**config.mk**
```make
export PLATFORM = sky130hd
export DESIGN_NAME = base64_line_framer_crc32
export DESIGN_NICKNAME = d
export VERILOG_FILES = /design/src/rtl/b64lf_pkg.sv /design/src/rtl/b64lf_front.sv /design/src/rtl/b64lf_job_fifo.sv /design/src/rtl/b64lf_back.sv /design/src/rtl/base64_line_framer_crc32.sv
export SDC_FILE = /design/constraint.sdc
export NUM_CORES = 1
export LEC_CHECK = 0
export ABC_AREA = 1
export BUFFER_PORTS_ARGS = -buffer_cell sky130_fd_sc_hd__buf_4
export CORE_ASPECT_RATIO = 0.7
export CORE_MARGIN = 2
export CORE_UTILIZATION = 25
export CTS_BUF_LIST = sky130_fd_sc_hd__clkbuf_4
export DETAILED_ROUTE_END_ITERATION = 8
export PLACE_DENSITY = 0.49
export SYNTH_ARGS = -nofsm -noshare
export SYNTH_HDL_FRONTEND = slang
export SYNTH_SLANG_ARGS = --single-unit
```
**constraint.sdc**
```tcl
create_clock -name i_clk -period 4.8 [get_ports i_clk]
set_clock_uncertainty 0.05 [all_clocks]
set_input_delay 1.2 -clock i_clk [delete_from_list [all_inputs] [get_ports i_clk]]
set_output_delay 1.2 -clock i_clk [all_outputs]
set_load 0.005 [all_outputs]
```
**src/rtl/b64lf_pkg.sv**
```systemverilog
// Shared types, constants and helper functions for the base64 line framer.
`default_nettype none

package b64lf_pkg;

    localparam int unsigned QDepth = 4;
    localparam int unsigned QAw    = 2;
    localparam int unsigned StepNum = 7;

    localparam logic [31:0] CrcPoly = 32'hEDB88320;
    localparam logic [31:0] CrcInit = 32'hFFFFFFFF;

    localparam logic [7:0] ChV     = 8'h56;
    localparam logic [7:0] ChSpace = 8'h20;
    localparam logic [7:0] ChPad   = 8'h3D;
    localparam logic [7:0] ChNl    = 8'h0A;

    // Character positions within the work of one input item.
    localparam logic [2:0] StepV     = 3'd0;
    localparam logic [2:0] StepSpace = 3'd1;
    localparam logic [2:0] StepSym0  = 3'd2;
    localparam logic [2:0] StepSym1  = 3'd3;
    localparam logic [2:0] StepSym2  = 3'd4;
    localparam logic [2:0] StepSym3  = 3'd5;
    localparam logic [2:0] StepNl    = 3'd6;

    // One unit of output work: what a single input item makes the back end emit.
    typedef struct packed {
        logic        hdr;
        logic [1:0]  grp_n;
        logic [23:0] grp;
        logic        nl;
        logic        fin;
        logic [31:0] crc;
    } t_job;

    function automatic logic [31:0] crc_byte(input logic [31:0] crc, input logic [7:0] b);
        logic [31:0] c;
        c = crc ^ {24'd0, b};
        for (int k = 0; k < 8; k++) begin
            c = (c >> 1) ^ (CrcPoly & {32{c[0]}});
        end
        return c;
    endfunction

    function automatic logic [7:0] b64_sym(input logic [5:0] v);
        logic [7:0] r;
        if (v < 6'd26) begin
            r = 8'h41 + {2'd0, v};
        end else if (v < 6'd52) begin
            r = 8'h61 + {2'd0, v - 6'd26};
        end else if (v < 6'd62) begin
            r = 8'h30 + {2'd0, v - 6'd52};
        end else if (v == 6'd62) begin
            r = 8'h2B;
        end else begin
            r = 8'h2F;
        end
        return r;
    endfunction

endpackage

`default_nettype wire

```
**src/rtl/b64lf_front.sv**
```systemverilog
// Front end: accepts payload bytes, tracks line and group state and the CRC, issues jobs.
`default_nettype none

module b64lf_front #(
    parameter int unsigned BYTES_PER_LINE = 36
) (
    input  wire              i_clk,
    input  wire              i_rst_n,
    input  wire              i_valid,
    input  wire  [7:0]       i_byte,
    input  wire              i_fin,
    output logic             o_ready,
    input  wire              i_full,
    output logic             o_push,
    output b64lf_pkg::t_job  o_job
);

    localparam int unsigned LW = $clog2(BYTES_PER_LINE + 1);

    logic [LW-1:0] r_fill, n_fill;
    logic [15:0]   r_pend, n_pend;
    logic [1:0]    r_phase, n_phase;
    logic [31:0]   r_crc, n_crc;

    logic          acc;
    logic [LW-1:0] fill1;
    logic          end_line;
    logic [1:0]    ph1;
    b64lf_pkg::t_job job;

    assign o_ready = !i_full;
    assign acc     = i_valid && o_ready;

    always_comb begin
        n_fill  = r_fill;
        n_pend  = r_pend;
        n_phase = r_phase;
        n_crc   = b64lf_pkg::crc_byte(r_crc, i_byte);
        fill1   = r_fill + LW'(1);
        end_line = i_fin || (fill1 >= LW'(BYTES_PER_LINE));
        ph1     = r_phase + 2'd1;

        job.hdr   = (r_fill == '0);
        job.grp_n = 2'd0;
        job.grp   = 24'd0;
        job.nl    = end_line;
        job.fin   = i_fin;
        job.crc   = ~n_crc;

        n_fill = fill1;
        if (r_phase == 2'd2) begin
            job.grp   = {r_pend, i_byte};
            job.grp_n = 2'd3;
            n_pend    = 16'd0;
            n_phase   = 2'd0;
        end else begin
            n_pend  = {r_pend[7:0], i_byte};
            n_phase = ph1;
            if (end_line) begin
                job.grp   = (ph1 == 2'd1) ? {i_byte, 16'd0} : {r_pend[7:0], i_byte, 8'd0};
                job.grp_n = ph1;
                n_pend    = 16'd0;
                n_phase   = 2'd0;
            end
        end

        if (end_line) begin
            n_fill = '0;
            if (i_fin) begin
                n_crc = b64lf_pkg::CrcInit;
            end
        end
    end

    assign o_job  = job;
    assign o_push = acc && (job.hdr || (job.grp_n != 2'd0) || job.nl);

    always_ff @(posedge i_clk) begin
        if (!i_rst_n) begin
            r_fill  <= '0;
            r_pend  <= 16'd0;
            r_phase <= 2'd0;
            r_crc   <= b64lf_pkg::CrcInit;
        end else if (acc) begin
            r_fill  <= n_fill;
            r_pend  <= n_pend;
            r_phase <= n_phase;
            r_crc   <= n_crc;
        end
    end

endmodule

`default_nettype wire

```
**src/rtl/b64lf_job_fifo.sv**
```systemverilog
// Short job queue between the front end and the character sequencer.
`default_nettype none

module b64lf_job_fifo (
    input  wire              i_clk,
    input  wire              i_rst_n,
    input  wire              i_push,
    input  b64lf_pkg::t_job  i_job,
    output logic             o_full,
    input  wire              i_pop,
    output logic             o_valid,
    output b64lf_pkg::t_job  o_job
);

    b64lf_pkg::t_job r_mem [b64lf_pkg::QDepth];
    logic [b64lf_pkg::QAw-1:0] r_wp, r_rp;
    logic [b64lf_pkg::QAw:0]   r_cnt;
    logic do_pop;

    assign o_full  = (r_cnt == (b64lf_pkg::QAw+1)'(b64lf_pkg::QDepth));
    assign o_valid = (r_cnt != '0);
    assign o_job   = r_mem[r_rp];
    assign do_pop  = i_pop && o_valid;

    always_ff @(posedge i_clk) begin
        if (i_push) begin
            r_mem[r_wp] <= i_job;
        end
    end

    always_ff @(posedge i_clk) begin
        if (!i_rst_n) begin
            r_wp  <= '0;
            r_rp  <= '0;
            r_cnt <= '0;
        end else begin
            if (i_push) begin
                r_wp <= r_wp + 1'b1;
            end
            if (do_pop) begin
                r_rp <= r_rp + 1'b1;
            end
            if (i_push && !do_pop) begin
                r_cnt <= r_cnt + 1'b1;
            end else if (!i_push && do_pop) begin
                r_cnt <= r_cnt - 1'b1;
            end
        end
    end

endmodule

`default_nettype wire

```
**src/rtl/b64lf_back.sv**
```systemverilog
// Back end: walks each job character by character into a registered output stage.
`default_nettype none

module b64lf_back (
    input  wire              i_clk,
    input  wire              i_rst_n,
    input  wire              i_job_valid,
    input  b64lf_pkg::t_job  i_job,
    output logic             o_pop,
    output logic             o_valid,
    input  wire              i_ready,
    output logic [7:0]       o_char,
    output logic             o_last,
    output logic             o_done,
    output logic [31:0]      o_crc
);

    localparam int unsigned SN = b64lf_pkg::StepNum;

    b64lf_pkg::t_job r_job;
    logic [SN-1:0]   r_mask, n_mask;
    logic            r_valid;
    logic [7:0]      r_char;
    logic            r_last;
    logic            r_done;
    logic [31:0]     r_crc;

    b64lf_pkg::t_job cur_job;
    logic [SN-1:0]   cur_mask;
    logic [SN-1:0]   head_mask;
    logic [2:0]      step;
    logic            adv;
    logic            use_head;
    logic [7:0]      ch;

    assign head_mask = {i_job.nl, {4{i_job.grp_n != 2'd0}}, {2{i_job.hdr}}};
    assign use_head  = (r_mask == '0);
    assign cur_job   = use_head ? i_job : r_job;
    assign cur_mask  = use_head ? (i_job_valid ? head_mask : '0) : r_mask;
    assign adv       = !r_valid || i_ready;
    assign o_pop     = adv && use_head && i_job_valid;

    always_comb begin
        step = 3'd0;
        for (int k = SN - 1; k >= 0; k--) begin
            if (cur_mask[k]) begin
                step = 3'(k);
            end
        end
        n_mask = cur_mask & ~(SN'(1) << step);
    end

    always_comb begin
        unique case (step)
            b64lf_pkg::StepV:     ch = b64lf_pkg::ChV;
            b64lf_pkg::StepSpace: ch = b64lf_pkg::ChSpace;
            b64lf_pkg::StepSym0:  ch = b64lf_pkg::b64_sym(cur_job.grp[23:18]);
            b64lf_pkg::StepSym1:  ch = b64lf_pkg::b64_sym(cur_job.grp[17:12]);
            b64lf_pkg::StepSym2:  ch = (cur_job.grp_n > 2'd1) ?
                                       b64lf_pkg::b64_sym(cur_job.grp[11:6]) : b64lf_pkg::ChPad;
            b64lf_pkg::StepSym3:  ch = (cur_job.grp_n > 2'd2) ?
                                       b64lf_pkg::b64_sym(cur_job.grp[5:0]) : b64lf_pkg::ChPad;
            b64lf_pkg::StepNl:    ch = b64lf_pkg::ChNl;
            default:              ch = b64lf_pkg::ChNl;
        endcase
    end

    always_ff @(posedge i_clk) begin
        if (!i_rst_n) begin
            r_valid <= 1'b0;
            r_mask  <= '0;
        end else if (adv) begin
            r_valid <= (cur_mask != '0);
            r_mask  <= n_mask;
        end
    end

    always_ff @(posedge i_clk) begin
        if (adv) begin
            r_job  <= cur_job;
            r_char <= ch;
            r_last <= (n_mask == '0);
            r_done <= (step == b64lf_pkg::StepNl) && cur_job.fin;
            r_crc  <= ((step == b64lf_pkg::StepNl) && cur_job.fin) ? cur_job.crc : 32'd0;
        end
    end

    assign o_valid = r_valid;
    assign o_char  = r_char;
    assign o_last  = r_last;
    assign o_done  = r_done;
    assign o_crc   = r_crc;

endmodule

`default_nettype wire

```
**src/rtl/base64_line_framer_crc32.sv**
```systemverilog
// Base64 line framer with running CRC-32: front end, job queue and character sequencer.
//
// Input stream: one payload byte per item on s_axis_tdata, s_axis_tlast marking the
// payload's final byte. Output stream: one ASCII character per item. Lines read
// "V ", base64 of up to BYTES_PER_LINE bytes, then a newline; a group cut short at
// a line end or the payload end is padded with '='. m_axis_tlast marks the last
// character caused by one input byte, m_axis_tuser marks the payload's final
// newline, and the upper tdata bits then carry the complemented CRC-32.
// The first character of a byte passes through the job queue and then the registered
// output stage before it is presented; a receiver stall can hold it in between.
// The output stage gives one character per cycle while the receiver is ready; a byte
// causes zero to seven characters, about 1.4 on average, and a byte that causes
// none is taken without entering the queue. The front end takes one byte per cycle
// while the four-entry job queue has room.
// Reset clears line position, group state and queue, and sets the CRC to all ones.
// When the receiver stalls, the output stage holds its character and the queue
// fills; s_axis_tready drops only when the queue is full.
`default_nettype none

module base64_line_framer_crc32 #(
    parameter int unsigned BYTES_PER_LINE = 36
) (
    input  wire         i_clk,
    input  wire         i_rst_n,
    input  wire         s_axis_tvalid,
    output logic        s_axis_tready,
    input  wire  [7:0]  s_axis_tdata,   // [7:0] data_byte
    input  wire         s_axis_tlast,   // final_byte
    output logic        m_axis_tvalid,
    input  wire         m_axis_tready,
    output logic [39:0] m_axis_tdata,   // [7:0] out_char, [39:8] crc_value
    output logic        m_axis_tlast,   // run_last
    output logic        m_axis_tuser    // payload_done
);

    b64lf_pkg::t_job push_job, head_job;
    logic push, full, pop, head_valid;
    logic [7:0]  out_char;
    logic [31:0] out_crc;

    b64lf_front #(
        .BYTES_PER_LINE(BYTES_PER_LINE)
    ) u_front (
        .i_clk   (i_clk),
        .i_rst_n (i_rst_n),
        .i_valid (s_axis_tvalid),
        .i_byte  (s_axis_tdata),
        .i_fin   (s_axis_tlast),
        .o_ready (s_axis_tready),
        .i_full  (full),
        .o_push  (push),
        .o_job   (push_job)
    );

    b64lf_job_fifo u_fifo (
        .i_clk   (i_clk),
        .i_rst_n (i_rst_n),
        .i_push  (push),
        .i_job   (push_job),
        .o_full  (full),
        .i_pop   (pop),
        .o_valid (head_valid),
        .o_job   (head_job)
    );

    b64lf_back u_back (
        .i_clk       (i_clk),
        .i_rst_n     (i_rst_n),
        .i_job_valid (head_valid),
        .i_job       (head_job),
        .o_pop       (pop),
        .o_valid     (m_axis_tvalid),
        .i_ready     (m_axis_tready),
        .o_char      (out_char),
        .o_last      (m_axis_tlast),
        .o_done      (m_axis_tuser),
        .o_crc       (out_crc)
    );

    assign m_axis_tdata = {out_crc, out_char};

endmodule

`default_nettype wire
```
==> summary.md <==
| Metric | Value |
|---|---|
| Resize count post-CTS | `0` |
| CTS tree | `done` |
| # DRC | `0` |
| Initial antenna violation count | `3` |
| Multi-input gate area | `about 7000 µm²` |
| Detailed placement HPWL | `approximately 36 mm` |
| Post-Route WL | `around 54 mm` |
| Core ar. | `a little over 80000 µm²` |
| Most common cell after layout, fill and taps aside | `nand2_1` |
| Hold buffer count at cts | `0` |
| Setup bufs post-CTS | `0` |
| Total global routing overflow | `0` |
| Slew at the pin closest to its max-slew limit | `slightly above 1000 ps` |
| CTS Root Cell | `clkbuf_4` |
| Layout overhead on the synthesized area | `15.69%` |
| Seq cells post-synth | `around 420` |
| Die height | `approximately 240 µm` |
| Nets | `2297` |
| CP Capture Type | `register` |
| Final setup margin | `1021 ps` |
| GRT Overall Usage | `0.1295` |
| Synthesized cell area | `roughly 20000 µm²` |
| Arr. time, crit path | `around 4300 ps` |
| Largest area contributor in the netlist | `edfxtp_1` |
| Max-cap violations | `0` |
| Top cells by area, synth | `edfxtp_1 (51%), nand2_1 (8.6%), dfxtp_1 (7.2%)` |
| Post-synth top area share | `0.5107` |
| Setup violators final | `0` |
| Crit start category | `register` |
| Worst-case clock buffer depth | `3` |
| First-pass GRT wire length | `between 80 and 90 mm` |
| Rows | `87` |
| Clock Latency Late Sink | `about 870 ps` |
| Syn Inst Count | `approximately 2.1k` |
| Async set-or-reset flop fraction in the synthesized netlist | `0` |
| Routed vias | `about 15k` |
| Mean Syn Cell Area | `roughly 9.6 µm²` |
| Die Wd | `344.5 µm` |
| Share of cells above drive strength 1 | `0.1564` |
| Htree depth | `3` |
| Most frequent cells in the layout | `nand2_1 (464), edfxtp_1 (345), inv_1 (251), nor2_1 (196), o21ai_0 (178)` |
| Cts bufs inserted | `approximately 110` |
| Clk sinks | `418` |
| Io pins | `57` |
| Seq. cell area | `around 12000 µm²` |
| Drt first pass iters | `7` |
| Worst relative slew slack | `0.3057` |
| DRT iter0 DRCs | `1064` |
| Synth cell types | `49` |
| WS Path Type | `reg2reg` |
| Placed Area | `roughly 22000 µm²` |
| Initial core utilization | `0.2522` |
| Avg WL per Cell | `15.96 µm` |
| Tmin final | `~3800 ps` |
| Fmax | `about 260 MHz` |
| Final hold vios | `0` |
| Post-Route Setup TNS | `0 ps` |
| Worst Path Required | `approximately 5300 ps` |
| Pin count of the biggest net entering global routing | `a little under 80` |
| Final Non-Filler Cells | `roughly 3.4k` |
| Routability Congestion | `0.8592` |
| Filler cells | `~8.4k` |
| Outcome | `finished clean` |
| Primary FF master, synth | `edfxtp_1` |
| Vias/cell | `4.410` |
| ANT nets after route | `0` |
| Crit share post-route | `0.7872` |
| Worst slack, placed | `1094 ps` |
| Critical Path Fanout Max | `78` |
| CTS clk-pin slew, worst paths | `approximately 70 ps` |
| Die footprint | `around 83000 µm²` |
| Placed cells | `3190` |
| Post-synthesis net count | `roughly 2.2k` |
| Vias in the first global route | `~15k` |
| Sequential share of the synthesized area | `0.5828` |
| Ys Warns | `0` |
| Unrepaired setup endpoints after global routing | `false` |
| Worst hold path type | `reg2reg` |
| Buffers on Ports | `56` |
| Max-slew violations | `0` |
| Design Area, Final | `23470 µm²` |
| Post-synth EDFFs | `~350` |
==> worst max-delay path: stages, from the launching register on <==
cell and delay, ps:
dfxtp_4 360, buf_4 630, o21ai_0 210, o22ai_1 210, nand2_1 70, o21ai_1 290, inv_1 240, ha_1 260
nand3_1 140, nand2_1 90, nand2_1 110, nand2_1 100, nor2_1 130, nand2_1 70, nand3_1 70, nand2_1 60
nand2_1 80, inv_1 50, nor2_1 120, nand3_1 90
==> synthesized netlist by cell type (28+ instances only) <==
cell      count
inv_1       252
o21ai_0     178
edfxtp_1    345
o22ai_1      56
xor2_1       56
dfxtp_1      73
clkbuf_1     46
nand2_1     464
xnor2_1      28
nor2_1      200
nand3_1     124
a21oi_1      59
ha_1         47
==> area by class of cell <==
type,count,share of cell area
inverters,275,0.04415
flip-flops and latches,418,0.5039
diodes,7,0.0007464
clock inverters,28,0.005971
clock buffers,177,0.05662
multi-input cells,1346,0.3003
repair buffers,83,0.03135
well taps,1068,0.05694
==> cell families after synthesis <==
kind of cell / count (synthesis) / share of synthesized area
adders and majority gates: 48 / 0.02998
and+or+nand+nor: 868 / 0.1829
xor gates and xnor gates: 89 / 0.04139
buffers and inverters: 360 / 0.07155
AOI/OAI and AO/OA: 341 / 0.09141
DFF: 418 / 0.5828
==> stage by stage <==
step           hold WS [ps]  utilization
2_1_floorplan         395.6            -
3_3_place_gp          403.6       0.2732
3_5_place_dp          408.6       0.2732
4_1_cts               419.4       0.2915
5_1_grt               438.2       0.2917
6_report              419.6       0.2917
==> flip-flops by register name, summed over array words and instances, names as in the netlist, 3 cells and up, named ones only <==
register        count
u_back.o_crc       32
u_front.r_pend     16
u_front.r_crc      32
u_fifo.r_cnt        3
u_front.r_fill      6
u_back.o_char       8
u_back.r_mask       7
u_back.r_job       59
u_fifo.r_mem      244
==> per-layer routing <==
layer	GRT usage	up-vias	routed length, µm
met5	0	-	0
met4	0.03900	0	1270
met3	0.02990	104	3445
met2	0.1864	394	22620
met1	0.1906	7156	26970
li1	-	7348	-
==> worst paths after layout <==
kind / start / to / slack, ps / cells past startpoint
min reg2reg: u_front.r_pend[8]$_SDFFE_PN0P_ / u_front.r_pend[8]$_SDFFE_PN0P_ / 420 / 2
min: u_front.r_pend[8]$_SDFFE_PN0P_ / u_front.r_pend[8]$_SDFFE_PN0P_ / 420 / 2
max: register / u_back.o_char[5]$_DFFE_PN_ / 1020 / 19
max reg2reg: register / u_back.o_char[5]$_DFFE_PN_ / 1020 / 19
Power is left out: the tool's default activity adds up to more than one toggle a clock period on the data nets, which glitch-free logic cannot reach.
